### src/hdl/dctcp_pkg.sv
// Package with the shared types, constants and helper functions of the DCTCP window engine.
package dctcp_pkg;

    localparam int ALPHA_FRAC_BITS_DEF = 16;

    localparam int SEQ_W      = 32;
    localparam int SEG_W      = 16;
    localparam int IW_W       = 5;
    localparam int DUP_W      = 8;
    localparam int GAIN_W     = 4;
    localparam int CFG_IDX_W  = 3;
    localparam int CFG_DATA_W = 32;
    localparam int DIV_CNT_W  = 6;

    localparam logic [CFG_IDX_W-1:0] CFG_SEGMENT_SIZE    = 3'd0;
    localparam logic [CFG_IDX_W-1:0] CFG_INITIAL_WINDOW  = 3'd1;
    localparam logic [CFG_IDX_W-1:0] CFG_INITIAL_SSTHRESH = 3'd2;
    localparam logic [CFG_IDX_W-1:0] CFG_DUPACK_THRESHOLD = 3'd3;
    localparam logic [CFG_IDX_W-1:0] CFG_LIMITED_TRANSMIT = 3'd4;
    localparam logic [CFG_IDX_W-1:0] CFG_GAIN_SHIFT      = 3'd5;

    localparam logic [SEG_W-1:0]  RST_SEGMENT_SIZE     = 16'd536;
    localparam logic [IW_W-1:0]   RST_INITIAL_WINDOW   = 5'd1;
    localparam logic [SEQ_W-1:0]  RST_INITIAL_SSTHRESH = 32'd65535;
    localparam logic [DUP_W-1:0]  RST_DUPACK_THRESHOLD = 8'd3;
    localparam logic              RST_LIMITED_TRANSMIT = 1'b0;
    localparam logic [GAIN_W-1:0] RST_GAIN_SHIFT       = 4'd4;

    typedef enum logic [1:0] {
        OP_CONNECT  = 2'd0,
        OP_NEW_ACK  = 2'd1,
        OP_DUP_ACK  = 2'd2,
        OP_TIMEOUT  = 2'd3
    } t_opcode;

    localparam logic [1:0] CSTATE_UP = 2'd2;

    typedef enum logic [3:0] {
        DP_NOP,
        DP_LOAD,
        DP_CONNECT,
        DP_DUP,
        DP_TIMEOUT,
        DP_COUNT,
        DP_ALPHA_START,
        DP_DIV_STEP,
        DP_ALPHA_UPD,
        DP_CUT_MUL,
        DP_CUT_SUB,
        DP_RECOV,
        DP_GROW_SS,
        DP_AVOID_START,
        DP_AVOID_ADD,
        DP_OUT
    } t_dp_op;

    typedef struct packed {
        t_dp_op op;
    } t_dp_cmd;

    typedef struct packed {
        t_opcode opcode;
        logic    no_payload;
        logic    ece;
        logic    boundary;
        logic    dup_trigger;
        logic    div_done;
        logic    partial;
        logic    in_ss;
    } t_dp_status;

    typedef struct packed {
        t_opcode            opcode;
        logic [SEQ_W-1:0]   ack_seq;
        logic               ece_mark;
        logic               ack_has_payload;
        logic [DUP_W-1:0]   dup_count;
        logic [SEQ_W-1:0]   highest_sent_seq;
        logic [SEQ_W-1:0]   bytes_in_flight;
        logic [SEQ_W-1:0]   send_buffer_head_seq;
        logic               unsent_data_pending;
        logic [1:0]         connection_state;
        logic [SEQ_W-1:0]   receiver_window;
    } t_in_item;

    function automatic logic seq_ge(input logic [SEQ_W-1:0] a, input logic [SEQ_W-1:0] b);
        logic [SEQ_W-1:0] d;
        d = a - b;
        return !d[SEQ_W-1];
    endfunction

    function automatic logic [SEQ_W-1:0] sat_add(input logic [SEQ_W-1:0] a,
                                                 input logic [SEQ_W-1:0] b);
        logic [SEQ_W:0] s;
        s = {1'b0, a} + {1'b0, b};
        return s[SEQ_W] ? '1 : s[SEQ_W-1:0];
    endfunction

    function automatic logic [SEQ_W-1:0] sat_sub(input logic [SEQ_W-1:0] a,
                                                 input logic [SEQ_W-1:0] b);
        return (a > b) ? (a - b) : '0;
    endfunction

    function automatic logic [SEQ_W-1:0] half_flight_floor(input logic [SEQ_W-1:0] bif,
                                                           input logic [SEG_W-1:0] seg);
        logic [SEQ_W-1:0] two;
        logic [SEQ_W-1:0] h;
        two = {{(SEQ_W-SEG_W-1){1'b0}}, seg, 1'b0};
        h   = bif >> 1;
        return (h > two) ? h : two;
    endfunction

endpackage

### src/hdl/dctcp_if.sv
// Valid/ready channel interfaces for the event input and the window result output.
interface dctcp_in_if;
    logic        valid;
    logic        ready;
    logic [1:0]  opcode;
    logic [31:0] ack_seq;
    logic        ece_mark;
    logic        ack_has_payload;
    logic [7:0]  dup_count;
    logic [31:0] highest_sent_seq;
    logic [31:0] bytes_in_flight;
    logic [31:0] send_buffer_head_seq;
    logic        unsent_data_pending;
    logic [1:0]  connection_state;
    logic [31:0] receiver_window;

    modport source (
        output valid, opcode, ack_seq, ece_mark, ack_has_payload, dup_count,
               highest_sent_seq, bytes_in_flight, send_buffer_head_seq,
               unsent_data_pending, connection_state, receiver_window,
        input  ready
    );
    modport sink (
        input  valid, opcode, ack_seq, ece_mark, ack_has_payload, dup_count,
               highest_sent_seq, bytes_in_flight, send_buffer_head_seq,
               unsent_data_pending, connection_state, receiver_window,
        output ready
    );
endinterface

interface dctcp_out_if #(
    parameter int ALPHA_FRAC_BITS = dctcp_pkg::ALPHA_FRAC_BITS_DEF
);
    logic                     valid;
    logic                     ready;
    logic [31:0]              congestion_window;
    logic [31:0]              slow_start_threshold;
    logic [31:0]              send_window;
    logic                     in_fast_recovery;
    logic                     retransmit_request;
    logic                     send_pending_request;
    logic                     limited_transmit_request;
    logic [ALPHA_FRAC_BITS:0] marked_fraction_estimate;

    modport source (
        output valid, congestion_window, slow_start_threshold, send_window,
               in_fast_recovery, retransmit_request, send_pending_request,
               limited_transmit_request, marked_fraction_estimate,
        input  ready
    );
    modport sink (
        input  valid, congestion_window, slow_start_threshold, send_window,
               in_fast_recovery, retransmit_request, send_pending_request,
               limited_transmit_request, marked_fraction_estimate,
        output ready
    );
endinterface

### src/hdl/dctcp_datapath.sv
// Datapath: configuration, window state, shared divider, cut multiplier and result register.
module dctcp_datapath #(
    parameter int ALPHA_FRAC_BITS = dctcp_pkg::ALPHA_FRAC_BITS_DEF
) (
    input  logic                                 i_clk,
    input  logic                                 i_rst_n,
    input  dctcp_pkg::t_dp_cmd                   i_cmd,
    input  dctcp_pkg::t_in_item                  i_item,
    input  logic                                 i_cfg_we,
    input  logic [dctcp_pkg::CFG_IDX_W-1:0]      i_cfg_index,
    input  logic [dctcp_pkg::CFG_DATA_W-1:0]     i_cfg_data,
    output dctcp_pkg::t_dp_status                o_status,
    output logic [dctcp_pkg::SEQ_W-1:0]          o_cwnd,
    output logic [dctcp_pkg::SEQ_W-1:0]          o_ssthresh,
    output logic [dctcp_pkg::SEQ_W-1:0]          o_send_window,
    output logic                                 o_fast_recovery,
    output logic                                 o_retransmit,
    output logic                                 o_send_pending,
    output logic                                 o_limited_transmit,
    output logic [ALPHA_FRAC_BITS:0]             o_alpha
);

    localparam int SW     = dctcp_pkg::SEQ_W;
    localparam int F      = ALPHA_FRAC_BITS;
    localparam int PROD_W = SW + F + 1;
    localparam logic [F:0] ALPHA_ONE = {1'b1, {F{1'b0}}};
    localparam logic [PROD_W:0] CUT_ROUND = {{(PROD_W-F){1'b0}}, {(F+1){1'b1}}};
    localparam logic [dctcp_pkg::DIV_CNT_W-1:0] ALPHA_STEPS = dctcp_pkg::DIV_CNT_W'(F);
    localparam logic [dctcp_pkg::DIV_CNT_W-1:0] AVOID_STEPS = dctcp_pkg::DIV_CNT_W'(SW);

    logic [dctcp_pkg::SEG_W-1:0]  r_seg;
    logic [dctcp_pkg::IW_W-1:0]   r_iw;
    logic [SW-1:0]                r_init_ssth;
    logic [dctcp_pkg::DUP_W-1:0]  r_dup_thr;
    logic                         r_ltx_en;
    logic [dctcp_pkg::GAIN_W-1:0] r_gain;

    dctcp_pkg::t_in_item r_in;
    logic [SW-1:0] r_cwnd, r_ssth, r_recovery, r_acked, r_marked, r_window_end, r_last;
    logic          r_flag, r_retx, r_sendp, r_ltx, r_partial;
    logic [F:0]    r_alpha;

    logic [SW:0]   r_div_rem;
    logic [SW-1:0] r_div_quo, r_div_den;
    logic [dctcp_pkg::DIV_CNT_W-1:0] r_div_cnt;
    logic [PROD_W-1:0] r_prod;

    logic [SW:0]   div_rem_sh;
    logic          div_ge;
    logic [SW-1:0] delta;
    logic [F:0]    frac;
    logic [F:0]    alpha_next;
    logic [PROD_W:0] cut_sum;
    logic [SW-1:0] cut;
    logic [SW-1:0] lim;
    logic [SW-1:0] avoid_add;

    always_comb begin
        div_rem_sh = {r_div_rem[SW-1:0], r_div_quo[SW-1]};
        div_ge     = div_rem_sh >= {1'b0, r_div_den};
        delta      = r_in.ack_seq - r_last;
        if (r_acked == '0) begin
            frac = '0;
        end else if (r_marked >= r_acked) begin
            frac = ALPHA_ONE;
        end else begin
            frac = {1'b0, r_div_quo[F-1:0]};
        end
        alpha_next = r_alpha - (r_alpha >> r_gain) + (frac >> r_gain);
        cut_sum    = {1'b0, r_prod} + CUT_ROUND;
        cut        = cut_sum[F+1 +: SW];
        lim        = dctcp_pkg::sat_add(r_in.bytes_in_flight, {16'd0, r_seg});
        avoid_add  = (r_div_quo == '0) ? SW'(1) : r_div_quo;
    end

    always_ff @(posedge i_clk) begin
        if (!i_rst_n) begin
            r_seg        <= dctcp_pkg::RST_SEGMENT_SIZE;
            r_iw         <= dctcp_pkg::RST_INITIAL_WINDOW;
            r_init_ssth  <= dctcp_pkg::RST_INITIAL_SSTHRESH;
            r_dup_thr    <= dctcp_pkg::RST_DUPACK_THRESHOLD;
            r_ltx_en     <= dctcp_pkg::RST_LIMITED_TRANSMIT;
            r_gain       <= dctcp_pkg::RST_GAIN_SHIFT;
            r_cwnd       <= '0;
            r_ssth       <= '0;
            r_flag       <= 1'b0;
            r_recovery   <= '0;
            r_alpha      <= ALPHA_ONE;
            r_acked      <= '0;
            r_marked     <= '0;
            r_window_end <= '0;
            r_last       <= '0;
            r_retx       <= 1'b0;
            r_sendp      <= 1'b0;
            r_ltx        <= 1'b0;
            r_partial    <= 1'b0;
            r_div_cnt    <= '0;
        end else begin
            if (i_cfg_we) begin
                unique case (i_cfg_index)
                    dctcp_pkg::CFG_SEGMENT_SIZE:     r_seg       <= i_cfg_data[15:0];
                    dctcp_pkg::CFG_INITIAL_WINDOW:   r_iw        <= i_cfg_data[4:0];
                    dctcp_pkg::CFG_INITIAL_SSTHRESH: r_init_ssth <= i_cfg_data;
                    dctcp_pkg::CFG_DUPACK_THRESHOLD: r_dup_thr   <= i_cfg_data[7:0];
                    dctcp_pkg::CFG_LIMITED_TRANSMIT: r_ltx_en    <= i_cfg_data[0];
                    dctcp_pkg::CFG_GAIN_SHIFT:       r_gain      <= i_cfg_data[3:0];
                    default: ;
                endcase
            end
            unique case (i_cmd.op)
                dctcp_pkg::DP_LOAD: begin
                    r_in      <= i_item;
                    r_retx    <= 1'b0;
                    r_sendp   <= 1'b0;
                    r_ltx     <= 1'b0;
                    r_partial <= 1'b0;
                end
                dctcp_pkg::DP_CONNECT: begin
                    r_cwnd <= SW'(r_iw) * SW'(r_seg);
                    r_ssth <= r_init_ssth;
                end
                dctcp_pkg::DP_DUP: begin
                    if (r_in.dup_count == r_dup_thr && !r_flag) begin
                        r_ssth     <= dctcp_pkg::half_flight_floor(r_in.bytes_in_flight, r_seg);
                        r_recovery <= r_in.highest_sent_seq;
                        r_flag     <= 1'b1;
                        r_retx     <= 1'b1;
                    end else if (r_flag) begin
                        r_cwnd  <= dctcp_pkg::sat_add(r_cwnd, {16'd0, r_seg});
                        r_sendp <= 1'b1;
                    end else if (r_ltx_en && r_in.unsent_data_pending) begin
                        r_ltx <= 1'b1;
                    end
                end
                dctcp_pkg::DP_TIMEOUT: begin
                    r_flag <= 1'b0;
                    if (r_in.connection_state >= dctcp_pkg::CSTATE_UP &&
                        !(r_in.connection_state == dctcp_pkg::CSTATE_UP &&
                          dctcp_pkg::seq_ge(r_in.send_buffer_head_seq,
                                            r_in.highest_sent_seq))) begin
                        r_ssth <= dctcp_pkg::half_flight_floor(r_in.bytes_in_flight, r_seg);
                        r_cwnd <= {16'd0, r_seg};
                        r_retx <= 1'b1;
                    end
                end
                dctcp_pkg::DP_COUNT: begin
                    r_last  <= r_in.ack_seq;
                    r_acked <= r_acked + delta;
                    if (r_in.ece_mark) begin
                        r_marked <= r_marked + delta;
                    end
                end
                dctcp_pkg::DP_ALPHA_START: begin
                    r_window_end <= r_in.highest_sent_seq;
                    r_div_rem    <= {1'b0, r_marked};
                    r_div_quo    <= '0;
                    r_div_den    <= r_acked;
                    r_div_cnt    <= ALPHA_STEPS;
                end
                dctcp_pkg::DP_DIV_STEP: begin
                    r_div_rem <= div_ge ? (div_rem_sh - {1'b0, r_div_den}) : div_rem_sh;
                    r_div_quo <= {r_div_quo[SW-2:0], div_ge};
                    r_div_cnt <= r_div_cnt - 1'b1;
                end
                dctcp_pkg::DP_ALPHA_UPD: begin
                    r_alpha  <= alpha_next;
                    r_acked  <= '0;
                    r_marked <= '0;
                end
                dctcp_pkg::DP_CUT_MUL: begin
                    r_prod <= PROD_W'(r_cwnd) * PROD_W'(r_alpha);
                end
                dctcp_pkg::DP_CUT_SUB: begin
                    r_cwnd <= dctcp_pkg::sat_sub(r_cwnd, cut);
                end
                dctcp_pkg::DP_RECOV: begin
                    if (r_flag && !dctcp_pkg::seq_ge(r_in.ack_seq, r_recovery)) begin
                        r_cwnd <= dctcp_pkg::sat_add(
                            dctcp_pkg::sat_sub(r_cwnd, r_in.ack_seq - r_in.send_buffer_head_seq),
                            {16'd0, r_seg});
                        r_retx    <= 1'b1;
                        r_sendp   <= 1'b1;
                        r_partial <= 1'b1;
                    end else if (r_flag) begin
                        r_cwnd <= (r_ssth < lim) ? r_ssth : lim;
                        r_flag <= 1'b0;
                    end
                end
                dctcp_pkg::DP_GROW_SS: begin
                    r_cwnd  <= dctcp_pkg::sat_add(r_cwnd, {16'd0, r_seg});
                    r_sendp <= 1'b1;
                end
                dctcp_pkg::DP_AVOID_START: begin
                    r_div_rem <= '0;
                    r_div_quo <= SW'(r_seg) * SW'(r_seg);
                    r_div_den <= (r_cwnd == '0) ? SW'(1) : r_cwnd;
                    r_div_cnt <= AVOID_STEPS;
                end
                dctcp_pkg::DP_AVOID_ADD: begin
                    r_cwnd  <= dctcp_pkg::sat_add(r_cwnd, avoid_add);
                    r_sendp <= 1'b1;
                end
                dctcp_pkg::DP_OUT: begin
                    o_cwnd             <= r_cwnd;
                    o_ssthresh         <= r_ssth;
                    o_send_window      <= (r_in.receiver_window < r_cwnd) ?
                                          r_in.receiver_window : r_cwnd;
                    o_fast_recovery    <= r_flag;
                    o_retransmit       <= r_retx;
                    o_send_pending     <= r_sendp;
                    o_limited_transmit <= r_ltx;
                    o_alpha            <= r_alpha;
                end
                default: ;
            endcase
        end
    end

    always_comb begin
        o_status.opcode      = r_in.opcode;
        o_status.no_payload  = !r_in.ack_has_payload;
        o_status.ece         = r_in.ece_mark;
        o_status.boundary    = dctcp_pkg::seq_ge(r_in.ack_seq, r_window_end);
        o_status.dup_trigger = (r_in.dup_count == r_dup_thr) && !r_flag;
        o_status.div_done    = (r_div_cnt == '0);
        o_status.partial     = r_partial;
        o_status.in_ss       = (r_cwnd < r_ssth);
    end

endmodule

### src/hdl/dctcp_controller.sv
// Controller state machine that sequences the datapath through each event.
module dctcp_controller (
    input  logic                  i_clk,
    input  logic                  i_rst_n,
    input  logic                  i_in_valid,
    output logic                  o_in_ready,
    input  logic                  i_out_ready,
    output logic                  o_out_valid,
    input  dctcp_pkg::t_dp_status i_status,
    output dctcp_pkg::t_dp_cmd    o_cmd
);

    typedef enum logic [3:0] {
        S_IDLE,
        S_DISPATCH,
        S_COUNT,
        S_ALPHA_START,
        S_ALPHA_DIV,
        S_ALPHA_UPD,
        S_CUT_MUL,
        S_CUT_SUB,
        S_RECOV,
        S_GROW,
        S_AVOID_DIV,
        S_AVOID_ADD,
        S_FINISH
    } t_state;

    t_state r_state, n_state;
    logic   r_out_valid, n_out_valid;

    always_comb begin
        n_state     = r_state;
        n_out_valid = r_out_valid && !i_out_ready;
        o_cmd.op    = dctcp_pkg::DP_NOP;
        o_in_ready  = (r_state == S_IDLE);
        unique case (r_state)
            S_IDLE: begin
                if (i_in_valid) begin
                    o_cmd.op = dctcp_pkg::DP_LOAD;
                    n_state  = S_DISPATCH;
                end
            end
            S_DISPATCH: begin
                unique case (i_status.opcode)
                    dctcp_pkg::OP_CONNECT: begin
                        o_cmd.op = dctcp_pkg::DP_CONNECT;
                        n_state  = S_FINISH;
                    end
                    dctcp_pkg::OP_NEW_ACK: begin
                        n_state = i_status.no_payload ? S_COUNT : S_RECOV;
                    end
                    dctcp_pkg::OP_DUP_ACK: begin
                        o_cmd.op = dctcp_pkg::DP_DUP;
                        n_state  = i_status.dup_trigger ? S_CUT_MUL : S_FINISH;
                    end
                    dctcp_pkg::OP_TIMEOUT: begin
                        o_cmd.op = dctcp_pkg::DP_TIMEOUT;
                        n_state  = S_FINISH;
                    end
                    default: ;
                endcase
            end
            S_COUNT: begin
                o_cmd.op = dctcp_pkg::DP_COUNT;
                priority if (i_status.boundary) begin
                    n_state = S_ALPHA_START;
                end else if (i_status.ece) begin
                    n_state = S_CUT_MUL;
                end else begin
                    n_state = S_RECOV;
                end
            end
            S_ALPHA_START: begin
                o_cmd.op = dctcp_pkg::DP_ALPHA_START;
                n_state  = S_ALPHA_DIV;
            end
            S_ALPHA_DIV: begin
                if (i_status.div_done) begin
                    n_state = S_ALPHA_UPD;
                end else begin
                    o_cmd.op = dctcp_pkg::DP_DIV_STEP;
                end
            end
            S_ALPHA_UPD: begin
                o_cmd.op = dctcp_pkg::DP_ALPHA_UPD;
                n_state  = i_status.ece ? S_CUT_MUL : S_RECOV;
            end
            S_CUT_MUL: begin
                o_cmd.op = dctcp_pkg::DP_CUT_MUL;
                n_state  = S_CUT_SUB;
            end
            S_CUT_SUB: begin
                o_cmd.op = dctcp_pkg::DP_CUT_SUB;
                n_state  = (i_status.opcode == dctcp_pkg::OP_DUP_ACK) ? S_FINISH : S_RECOV;
            end
            S_RECOV: begin
                o_cmd.op = dctcp_pkg::DP_RECOV;
                n_state  = S_GROW;
            end
            S_GROW: begin
                priority if (i_status.partial) begin
                    n_state = S_FINISH;
                end else if (i_status.in_ss) begin
                    o_cmd.op = dctcp_pkg::DP_GROW_SS;
                    n_state  = S_FINISH;
                end else begin
                    o_cmd.op = dctcp_pkg::DP_AVOID_START;
                    n_state  = S_AVOID_DIV;
                end
            end
            S_AVOID_DIV: begin
                if (i_status.div_done) begin
                    n_state = S_AVOID_ADD;
                end else begin
                    o_cmd.op = dctcp_pkg::DP_DIV_STEP;
                end
            end
            S_AVOID_ADD: begin
                o_cmd.op = dctcp_pkg::DP_AVOID_ADD;
                n_state  = S_FINISH;
            end
            S_FINISH: begin
                if (!r_out_valid || i_out_ready) begin
                    o_cmd.op    = dctcp_pkg::DP_OUT;
                    n_out_valid = 1'b1;
                    n_state     = S_IDLE;
                end
            end
            default: n_state = S_IDLE;
        endcase
    end

    always_ff @(posedge i_clk) begin
        if (!i_rst_n) begin
            r_state     <= S_IDLE;
            r_out_valid <= 1'b0;
        end else begin
            r_state     <= n_state;
            r_out_valid <= n_out_valid;
        end
    end

    assign o_out_valid = r_out_valid;

endmodule

### src/hdl/dctcp_congestion_window_top.sv
// Top level of the DCTCP congestion window engine.
//
// Channel   Direction  Transaction
// in_ch     sink       one event (connect, new ACK, duplicate ACK, timeout)
// out_ch    source     one window result per event
// i_cfg_*   write      one configuration register write
//
// An event is worked through in full before the next event can be taken; the longest is a
// pure marked new ACK at a window boundary in congestion avoidance, set by the shared
// restoring divider, which gives one quotient bit a cycle (ALPHA_FRAC_BITS bits for alpha,
// 32 for the increase).
// Reset is synchronous and active low; it needs no clearing pass.
// A finished result waits in the output register while the next event is taken in;
// the engine stalls at its last step only while an earlier result is still unread.
module dctcp_congestion_window_top #(
    parameter int ALPHA_FRAC_BITS = dctcp_pkg::ALPHA_FRAC_BITS_DEF
) (
    input  logic                             i_clk,
    input  logic                             i_rst_n,
    dctcp_in_if.sink                         in_ch,
    dctcp_out_if.source                      out_ch,
    input  logic                             i_cfg_we,
    input  logic [dctcp_pkg::CFG_IDX_W-1:0]  i_cfg_index,
    input  logic [dctcp_pkg::CFG_DATA_W-1:0] i_cfg_data
);

    dctcp_pkg::t_dp_cmd    cmd;
    dctcp_pkg::t_dp_status status;
    dctcp_pkg::t_in_item   item;
    logic [ALPHA_FRAC_BITS:0] alpha;

    always_comb begin
        item.opcode               = dctcp_pkg::t_opcode'(in_ch.opcode);
        item.ack_seq              = in_ch.ack_seq;
        item.ece_mark             = in_ch.ece_mark;
        item.ack_has_payload      = in_ch.ack_has_payload;
        item.dup_count            = in_ch.dup_count;
        item.highest_sent_seq     = in_ch.highest_sent_seq;
        item.bytes_in_flight      = in_ch.bytes_in_flight;
        item.send_buffer_head_seq = in_ch.send_buffer_head_seq;
        item.unsent_data_pending  = in_ch.unsent_data_pending;
        item.connection_state     = in_ch.connection_state;
        item.receiver_window      = in_ch.receiver_window;
    end

    dctcp_controller u_ctrl (
        .i_clk       (i_clk),
        .i_rst_n     (i_rst_n),
        .i_in_valid  (in_ch.valid),
        .o_in_ready  (in_ch.ready),
        .i_out_ready (out_ch.ready),
        .o_out_valid (out_ch.valid),
        .i_status    (status),
        .o_cmd       (cmd)
    );

    dctcp_datapath #(
        .ALPHA_FRAC_BITS (ALPHA_FRAC_BITS)
    ) u_dp (
        .i_clk              (i_clk),
        .i_rst_n            (i_rst_n),
        .i_cmd              (cmd),
        .i_item             (item),
        .i_cfg_we           (i_cfg_we),
        .i_cfg_index        (i_cfg_index),
        .i_cfg_data         (i_cfg_data),
        .o_status           (status),
        .o_cwnd             (out_ch.congestion_window),
        .o_ssthresh         (out_ch.slow_start_threshold),
        .o_send_window      (out_ch.send_window),
        .o_fast_recovery    (out_ch.in_fast_recovery),
        .o_retransmit       (out_ch.retransmit_request),
        .o_send_pending     (out_ch.send_pending_request),
        .o_limited_transmit (out_ch.limited_transmit_request),
        .o_alpha            (alpha)
    );

    assign out_ch.marked_fraction_estimate = alpha;

    localparam logic [ALPHA_FRAC_BITS:0] ALPHA_ONE = {1'b1, {ALPHA_FRAC_BITS{1'b0}}};

    a_alpha_bounded: assert property (@(posedge i_clk) disable iff (!i_rst_n)
        out_ch.valid |-> out_ch.marked_fraction_estimate <= ALPHA_ONE)
        else $error("alpha estimate exceeds one");

    a_one_event_at_a_time: assert property (@(posedge i_clk) disable iff (!i_rst_n)
        (in_ch.valid && in_ch.ready) |=> !in_ch.ready)
        else $error("input taken while an event is in progress");

    a_send_window_bound: assert property (@(posedge i_clk) disable iff (!i_rst_n)
        out_ch.valid |-> out_ch.send_window <= out_ch.congestion_window)
        else $error("send window above congestion window");

    a_request_exclusive: assert property (@(posedge i_clk) disable iff (!i_rst_n)
        out_ch.valid |-> !(out_ch.retransmit_request && out_ch.limited_transmit_request))
        else $error("retransmit and limited transmit requested together");

endmodule

### src/flat_wrapper.sv
// flat-port wrapper written by rule: the top's interface ports become plain ports
module dctcp_congestion_window_top_flat 
#(
    parameter int ALPHA_FRAC_BITS = dctcp_pkg::ALPHA_FRAC_BITS_DEF
)
  (i_clk, i_rst_n, i_cfg_we, i_cfg_index, i_cfg_data, in_ch_valid, in_ch_opcode, in_ch_ack_seq, in_ch_ece_mark, in_ch_ack_has_payload, in_ch_dup_count, in_ch_highest_sent_seq, in_ch_bytes_in_flight, in_ch_send_buffer_head_seq, in_ch_unsent_data_pending, in_ch_connection_state, in_ch_receiver_window, in_ch_ready, out_ch_valid, out_ch_congestion_window, out_ch_slow_start_threshold, out_ch_send_window, out_ch_in_fast_recovery, out_ch_retransmit_request, out_ch_send_pending_request, out_ch_limited_transmit_request, out_ch_marked_fraction_estimate, out_ch_ready);
  dctcp_in_if in_ch_i ();
  dctcp_out_if #(.ALPHA_FRAC_BITS(ALPHA_FRAC_BITS)) out_ch_i ();
  input  logic i_clk;
  input  logic i_rst_n;
  input  logic i_cfg_we;
  input  logic [dctcp_pkg::CFG_IDX_W-1:0] i_cfg_index;
  input  logic [dctcp_pkg::CFG_DATA_W-1:0] i_cfg_data;
  input wire logic [$bits(in_ch_i.valid)-1:0] in_ch_valid;
  input wire logic [$bits(in_ch_i.opcode)-1:0] in_ch_opcode;
  input wire logic [$bits(in_ch_i.ack_seq)-1:0] in_ch_ack_seq;
  input wire logic [$bits(in_ch_i.ece_mark)-1:0] in_ch_ece_mark;
  input wire logic [$bits(in_ch_i.ack_has_payload)-1:0] in_ch_ack_has_payload;
  input wire logic [$bits(in_ch_i.dup_count)-1:0] in_ch_dup_count;
  input wire logic [$bits(in_ch_i.highest_sent_seq)-1:0] in_ch_highest_sent_seq;
  input wire logic [$bits(in_ch_i.bytes_in_flight)-1:0] in_ch_bytes_in_flight;
  input wire logic [$bits(in_ch_i.send_buffer_head_seq)-1:0] in_ch_send_buffer_head_seq;
  input wire logic [$bits(in_ch_i.unsent_data_pending)-1:0] in_ch_unsent_data_pending;
  input wire logic [$bits(in_ch_i.connection_state)-1:0] in_ch_connection_state;
  input wire logic [$bits(in_ch_i.receiver_window)-1:0] in_ch_receiver_window;
  output wire logic [$bits(in_ch_i.ready)-1:0] in_ch_ready;
  output wire logic [$bits(out_ch_i.valid)-1:0] out_ch_valid;
  output wire logic [$bits(out_ch_i.congestion_window)-1:0] out_ch_congestion_window;
  output wire logic [$bits(out_ch_i.slow_start_threshold)-1:0] out_ch_slow_start_threshold;
  output wire logic [$bits(out_ch_i.send_window)-1:0] out_ch_send_window;
  output wire logic [$bits(out_ch_i.in_fast_recovery)-1:0] out_ch_in_fast_recovery;
  output wire logic [$bits(out_ch_i.retransmit_request)-1:0] out_ch_retransmit_request;
  output wire logic [$bits(out_ch_i.send_pending_request)-1:0] out_ch_send_pending_request;
  output wire logic [$bits(out_ch_i.limited_transmit_request)-1:0] out_ch_limited_transmit_request;
  output wire logic [$bits(out_ch_i.marked_fraction_estimate)-1:0] out_ch_marked_fraction_estimate;
  input wire logic [$bits(out_ch_i.ready)-1:0] out_ch_ready;
  assign in_ch_i.valid = in_ch_valid;
  assign in_ch_i.opcode = in_ch_opcode;
  assign in_ch_i.ack_seq = in_ch_ack_seq;
  assign in_ch_i.ece_mark = in_ch_ece_mark;
  assign in_ch_i.ack_has_payload = in_ch_ack_has_payload;
  assign in_ch_i.dup_count = in_ch_dup_count;
  assign in_ch_i.highest_sent_seq = in_ch_highest_sent_seq;
  assign in_ch_i.bytes_in_flight = in_ch_bytes_in_flight;
  assign in_ch_i.send_buffer_head_seq = in_ch_send_buffer_head_seq;
  assign in_ch_i.unsent_data_pending = in_ch_unsent_data_pending;
  assign in_ch_i.connection_state = in_ch_connection_state;
  assign in_ch_i.receiver_window = in_ch_receiver_window;
  assign in_ch_ready = in_ch_i.ready;
  assign out_ch_valid = out_ch_i.valid;
  assign out_ch_congestion_window = out_ch_i.congestion_window;
  assign out_ch_slow_start_threshold = out_ch_i.slow_start_threshold;
  assign out_ch_send_window = out_ch_i.send_window;
  assign out_ch_in_fast_recovery = out_ch_i.in_fast_recovery;
  assign out_ch_retransmit_request = out_ch_i.retransmit_request;
  assign out_ch_send_pending_request = out_ch_i.send_pending_request;
  assign out_ch_limited_transmit_request = out_ch_i.limited_transmit_request;
  assign out_ch_marked_fraction_estimate = out_ch_i.marked_fraction_estimate;
  assign out_ch_i.ready = out_ch_ready;
  dctcp_congestion_window_top #(.ALPHA_FRAC_BITS(ALPHA_FRAC_BITS)) u_core (.i_clk(i_clk), .i_rst_n(i_rst_n), .in_ch(in_ch_i), .out_ch(out_ch_i), .i_cfg_we(i_cfg_we), .i_cfg_index(i_cfg_index), .i_cfg_data(i_cfg_data));
endmodule
### config.mk
export PLATFORM = sky130hd
export DESIGN_NAME = dctcp_congestion_window_top_flat
export DESIGN_NICKNAME = d
export VERILOG_FILES = /design/src/hdl/dctcp_pkg.sv /design/src/hdl/dctcp_if.sv /design/src/hdl/dctcp_datapath.sv /design/src/hdl/dctcp_controller.sv /design/src/hdl/dctcp_congestion_window_top.sv /design/src/flat_wrapper.sv
export SDC_FILE = /design/constraint.sdc
export NUM_CORES = 2
export LEC_CHECK = 0
export ABC_AREA = 0
export ABC_CLOCK_PERIOD_IN_PS = 26500
export BUFFER_PORTS_ARGS = -buffer_cell sky130_fd_sc_hd__buf_2
export CORE_MARGIN = 5
export CORE_UTILIZATION = 60
export CTS_BUF_LIST = sky130_fd_sc_hd__clkbuf_2 sky130_fd_sc_hd__clkbuf_4 sky130_fd_sc_hd__clkbuf_8
export DETAILED_ROUTE_END_ITERATION = 6
export PLACE_DENSITY = 0.88
export SYNTH_ARGS = -nofsm -noshare
export SYNTH_HDL_FRONTEND = slang
export SYNTH_SLANG_ARGS = --single-unit
export TNS_END_PERCENT = 50
### constraint.sdc
create_clock -name i_clk -period 26.5 [get_ports i_clk]
set_input_delay 5.3 -clock i_clk [delete_from_list [all_inputs] [get_ports i_clk]]
set_output_delay 5.3 -clock i_clk [all_outputs]
set_load 0.02 [all_outputs]
* Word-level counts from Yosys, hierarchy flattened
Cells that the tools add are included.
** Word-level totals
- Register bits :: 760
- Word-level logic and storage cells :: 247
** Cells by class
- $add $sub $neg :: 18
- Multipliers :: 3
- Magnitude comparators :: 9
- Eq/ne operators :: 51
- Shift operators :: 2
- Mux-type cells :: 66
- Reduce and logical (&&, ||, !) cells :: 53
** Operators with widths (count)
- $mux 32 :: 19
- $pmux 32 s3 :: 3
- $sub 32x32->32 :: 8
- $pmux 32 s7 :: 1
- $pmux 32 s2 :: 3
- $add 32x16->33 :: 3
- $logic_not 32->1 :: 3
- $lt 32x32->1 :: 3
- $add 32x32->32 :: 2
- $gt 32x32->1 :: 2
- $eq 4x4->1 const B :: 13
- $pmux 4 s13 :: 1
- $add 49x17->49 const B :: 1
- $mul 32x17->49 :: 1
- $pmux 4 s12 :: 1
- $mux 4 :: 10
- $mux 17 :: 2
- $shr 17x4->17 :: 2
- $add 32x32->33 :: 1
- $ge 33x32->1 :: 1
- $eq 4x3->1 const B :: 8
- $ge 32x32->1 :: 1
- $mul 16x16->32 :: 1
- $gt 31x17->1 :: 1
- 41 further kinds :: 111

* Longest topological paths before layout
- Depth after elaboration :: 8
- Mapped depth :: 40
- Depth with buffers taken out :: 36

* Modules after synthesis
A second synthesis with hierarchy kept.
** Second synthesis, totals
- Cells, all modules :: 9146
- Area, all modules :: 79900.4 um^2
** Modules (own cells, without submodules)
- dctcp_datapath :: times used 1, cells an instance 9053, area each 79228.5 um^2
- dctcp_controller :: times used 1, cells an instance 93, area each 671.9 um^2

* Least setup slack after synthesis
OpenSTA, ideal clock, no wires.
- Path type :: input to register
- From :: input port out_ch_ready
- To :: register u_core.u_dp.o_alpha[0] (enable)
- Setup time :: 0.736 ns
- Arrival time :: 14.884 ns
- Setup slack :: 10.879 ns
- Cell stages on the path :: 10
- Path buffers :: 3
- Path through :: nor2b_1 -> a2111o_1 -> nand3_1 -> a211oi_1 -> o31ai_1 -> buf_2 -> clkbuf_1 -> clkbuf_1 -> nand2_1 -> nor3_1
** On the way
- Cells in the longest elaborated chain, start to end :: 5
** Ends and longest elaborated chain
- start, declared :: RTL line flat_wrapper.sv:36 : input wire logic [$bits(out_ch_i.ready)-1:0] out_ch_ready;
- $logic_or 1x1->1 :: RTL line dctcp_controller.sv:124 : if (!r_out_valid || i_out_ready) begin
- $mux 4 :: RTL line dctcp_controller.sv:124
- $pmux 4 s12 :: RTL line dctcp_controller.sv:37 : unique case (r_state)
- $eq 4x4->1 :: RTL line dctcp_datapath.sv:110 : unique case (i_cmd.op)
- $reduce_and 2->1 (no line)
- end signal, assigned :: RTL line dctcp_datapath.sv:212 : o_alpha <= r_alpha;
- end, declared :: RTL line dctcp_datapath.sv:20 : output logic [ALPHA_FRAC_BITS:0] o_alpha
Every way passes these cells.
A chain may end at the register's enable or synchronous reset.

* Worst setup path in the final report
- From :: register u_core.u_dp.r_in[142] (netlist bit)
- To :: register u_core.u_dp.r_cwnd[18]
** On the way
- Cells in the longest elaborated chain, start to end :: 7
- Elaborated cells on any way between the ends :: 12
- Classes of those cells :: add/sub: 4; order compare: 1; eq/ne: 1; mux: 4; reduce/logical: 2
** Ends and longest elaborated chain
- start, declared :: RTL line dctcp_datapath.sv:38 : dctcp_pkg::t_in_item r_in;
- start signal, assigned :: RTL line dctcp_datapath.sv:112 : r_in <= i_item;
- $sub 32x32->32 :: RTL line dctcp_datapath.sv:179 : dctcp_pkg::sat_sub(r_cwnd, r_in.ack_seq - r_in.send_buffer_head_seq),
- $sub 32x32->32 / $gt 32x32->1 (equally long branches) :: RTL line dctcp_pkg.sv:101 : return (a > b) ? (a - b) : '0;
- $mux 32 :: RTL line dctcp_pkg.sv:101
- $add 32x16->33 :: RTL line dctcp_pkg.sv:95 : s = {1'b0, a} + {1'b0, b};
- $mux 32 :: RTL line dctcp_pkg.sv:96 : return s[SEQ_W] ? '1 : s[SEQ_W-1:0];
- $mux 32 :: RTL line dctcp_datapath.sv:177 : if (r_flag && !dctcp_pkg::seq_ge(r_in.ack_seq, r_recovery)) begin
- $pmux 32 s7 :: RTL line dctcp_datapath.sv:110
- end signal, assigned :: RTL line dctcp_datapath.sv:119 : r_cwnd <= SW'(r_iw) * SW'(r_seg);
- end signal, assigned :: RTL line dctcp_datapath.sv:178 : r_cwnd <= dctcp_pkg::sat_add(
- end signal, assigned :: RTL line dctcp_datapath.sv:185 : r_cwnd <= (r_ssth < lim) ? r_ssth : lim;
- end, declared :: RTL line dctcp_datapath.sv:39 : logic [SW-1:0] r_cwnd, r_ssth, r_recovery, r_acked, r_marked, r_window_end, r_last;
Parallel ways exist; a longest one is shown, timed or not.

==> metrics <==
status complete, but fails checks; violated checks design-rule violations, max-capacitance violations, max-slew violations; synthesis-to-finish area growth 7.97%; Pwr Density 99.4 nW/um^2; RSZ-0062 raised after global routing no; WL per Instance 24.4 um; Final setup viols 0; max reg flops between 150 and 200; CTS max path bufs 3; fin crit period 9.69 ns; layout net count 11.0k; post-placement cell area 82900 sq um; Syn Nets 10.8k; net switching power 4.37 mW; RePlAce Congestion 1.06; total track usage a little under two fifths; post-cts sizing count 0; Final period util between 30 and 40%; Synth Warn # 0; Internal 4.16 mW; syn avg cell area 8.72 sq um; final setup margin 16.81 ns; met3 WL 33700 um; WL met2 119000 um; sw frac 51.2%; DRC violations left 7; pin count of the biggest net entering global routing approximately 170; CTS clk-pin slew, worst paths 0.06 ns; H-tree Lvls 4; synthesized flop and latch total 760; Post-Route WL 273000 um; Initial Utilization around three fifths; WL met1 97200 um; Hold Buf Count CTS 0; Post-DP HPWL 206000 um; Final Hold Vio Count 0; Peak VDD IR 0.200 mV; register area approximately 20000 sq um; number of global-route vias before repair 72.5k; die height 374 um; Mapped Cells 9116; number of setup buffers added after CTS 0; Synth Cell Area 79500 sq um; FILL cells 10.2k; io pins approximately 330; TNS Setup 0 ns; biggest regs u_core.u_dp.r_in (172), u_core.u_dp.r_prod (49); core area 132000 sq um; Post-synth ARST share 0%; number of flops mapped to enable cells by yosys roughly 440; Slew HR -1.91%; most frequent cell on the critical path o21ai_0; worst hold path type flop to flop; number of buffers created by CTS 137; post-route design area roughly 86000 sq um; Die ar. approximately 140000 sq um; DP Worst Slack between 15 and 20 ns; TritonCTS clock tree yes; standard-cell rows 133; maxcap violations 1; Final Skew between 0.05 and 0.06 ns; maximum operating frequency 103 MHz; part of the power in registers 21.4%; Crit path largest cell delay 0.66 ns; GR Overflow Total 0; TritonCTS Sinks between 700 and 800; fraction of layout cells with a size suffix above 1 9.12%; Top reg by flops u_core.u_dp.r_in; CP Capture Type flop; via count 71.8k; root buffer cell clkbuf_8; initial drt markers between 8k and 9k; Worst Setup Path Type flop to flop; post-route ant nets 0; Leak 37.2 nW; CP max-delay cell a2111oi_0; Comb pwr share about 64%; Worst Max-Slew Pin Slew 1.51 ns; prevailing post-synth register cell edfxtp_1; first-pass GRT wire length 415000 um; pins over their slew limit 2; Worst Path Required ~27 ns; clk_lat worst skew just over 0.9 ns; initial antenna violation count 16; Critical Path Fanout Max 24; Synth cell types 103; Startpoint Class flop; crit path DAT 10.45 ns; Die W 374 um; register area share after synthesis 24.6%; Via density 6.42; Detailed Routing Iterations Pass 1 7; Buffers on Ports between 300 and 400; multi-input logic area 53900 sq um; top layer in use met5; Clock Power Share 14.1%
-- worst paths after layout --
kind	startpoint	endpoint	slack (ns)	depth (start not counted)
setup / recovery	u_core.u_dp.r_in[142]	u_core.u_dp.r_cwnd[18]	16.81	33
hold / removal	u_core.u_dp.r_last[26]	u_core.u_dp.r_last[26]	0.45	2
setup reg to reg	u_core.u_dp.r_in[142]	u_core.u_dp.r_cwnd[18]	16.81	33
hold reg to reg	u_core.u_dp.r_last[26]	u_core.u_dp.r_last[26]	0.45	2
-- cells in the mapped netlist (18+ instances only) --
library cell  count  area share [%]
o31ai_1          22            0.21
o21a_1           79            0.75
nand2b_1         83            0.65
and3_1           62            0.49
a31oi_1          67            0.53
ha_1            803              13
and2_1           77            0.61
o211ai_1         44            0.42
edfxtp_1        437              17
nor3_1          103            0.65
a211oi_1         77            0.73
xor2_1          142             1.6
xnor2_1         282             3.1
buf_1            43            0.20
a22o_1           28            0.31
nand3_1         200             1.3
or2_2            23            0.18
a21oi_1         681             4.3
fa_1            682              17
nor2_1          601             2.8
mux2_2           45            0.64
or3_1            38            0.30
o22ai_1          41            0.32
nand2_1        1274             6.0
buf_2            38            0.24
nor2b_1          66            0.52
o21ai_0         313             2.0
nor4_1           62            0.49
clkbuf_1        351             1.7
o21ai_1          18            0.11
mux2i_1          84             1.1
a211o_1          37            0.41
dfxtp_1         323             8.1
nand4_1          90            0.71
o21bai_1         62            0.59
inv_1          1156             5.5
a21o_1          238             2.2
a311oi_1         19            0.21
-- power groups by stage --
stage / clock [mW] / sequential [mW] / combinational, mW
3_3_place_gp: 0 / 1.82 / 5.09
2_1_floorplan: 0 / 1.72 / 3.86
6_report: 1.21 / 1.83 / 5.50
5_1_grt: 1.26 / 1.83 / 5.92
3_5_place_dp: 0 / 1.83 / 5.24
4_1_cts: 1.21 / 1.80 / 5.30
-- cell families (layout without fill, tap and decap cells) --
family | count (synthesis) | count (layout) | share of synthesized area (%)
other cells | 0 | 22 | 0
simple gates | 2744 | 2744 | 15.4
fa+ha+maj | 1485 | 1485 | 29.8
flops | 760 | 760 | 24.6
mux | 142 | 142 | 2.06
xor+xnor | 424 | 424 | 4.67
buf+inv | 1609 | 1901 | 7.69
compound gates | 1952 | 1952 | 15.7
-- placed cells by master (no fill, tap or decap), types with 34 or more instances in the layout --
cell	netlist	layout
o21a_1	79	79
o21bai_1	62	62
nor3_1	103	102
nand3_1	200	199
edfxtp_1	437	437
buf_2	38	333
a21oi_1	681	681
nand2b_1	83	83
nor2_1	601	595
nand2_1	1274	1271
a31oi_1	67	66
dfxtp_1	323	320
mux2i_1	84	83
and2_1	77	76
xor2_1	142	142
fa_1	682	682
and3_1	62	62
o211ai_1	44	44
nand4_1	90	90
a211o_1	37	37
nor2b_1	66	65
mux2_2	45	45
ha_1	803	803
xnor2_1	282	282
o21ai_0	313	311
inv_1	1156	1156
clkbuf_8	0	154
a211oi_1	77	77
or3_1	38	37
nor4_1	62	61
clkbuf_4	1	34
o22ai_1	41	41
buf_4	0	144
a21o_1	238	238
-- per-stage QoR --
stage	hold WS [ns]	utilization, %	instances	total power, mW
after floorplan	0.406	-	9116	5.57
after global placement	0.443	63.0	10913	6.91
after detailed placement	0.446	63.0	10913	7.07
after CTS	0.455	65.2	11163	8.31
after global routing	0.469	65.2	11168	9.01
final	0.453	65.2	11185	8.53
-- routing by layer --
layer | global-route usage (%) | vias up
met5 | 0.103 | -
met4 | 27.0 | 10
met3 | 11.0 | 1387
met2 | 58.5 | 4761
met1 | 46.3 | 34257
li1 | - | 31353
-- layout make-up --
| class | instances | share of cell area (%) |
|---|---|---|
| diodes | 22 | 0.0641 |
| clock buffers | 188 | 2.77 |
| clock inverters | 62 | 0.609 |
| inverters | 1173 | 5.14 |
| multi-input cells | 6747 | 62.8 |
| flip-flops and latches | 760 | 22.8 |
| well taps | 1755 | 2.56 |
| repair buffers | 478 | 3.22 |
-- critical path: cells and delay by family (launching register included) --
| family | cells | cell delay, ns |
|---|---|---|
| AO/OA/AOI/OAI | 18 | 4.92 |
| XOR/XNOR | 1 | 0.16 |
| adder cells (fa/ha/maj) | 3 | 1.42 |
| buffers and inverters | 1 | 0.13 |
| flip-flops | 1 | 0.59 |
| AND/OR/NAND/NOR | 10 | 2.34 |
No activity file was read; power rests on OpenSTA's default activity.
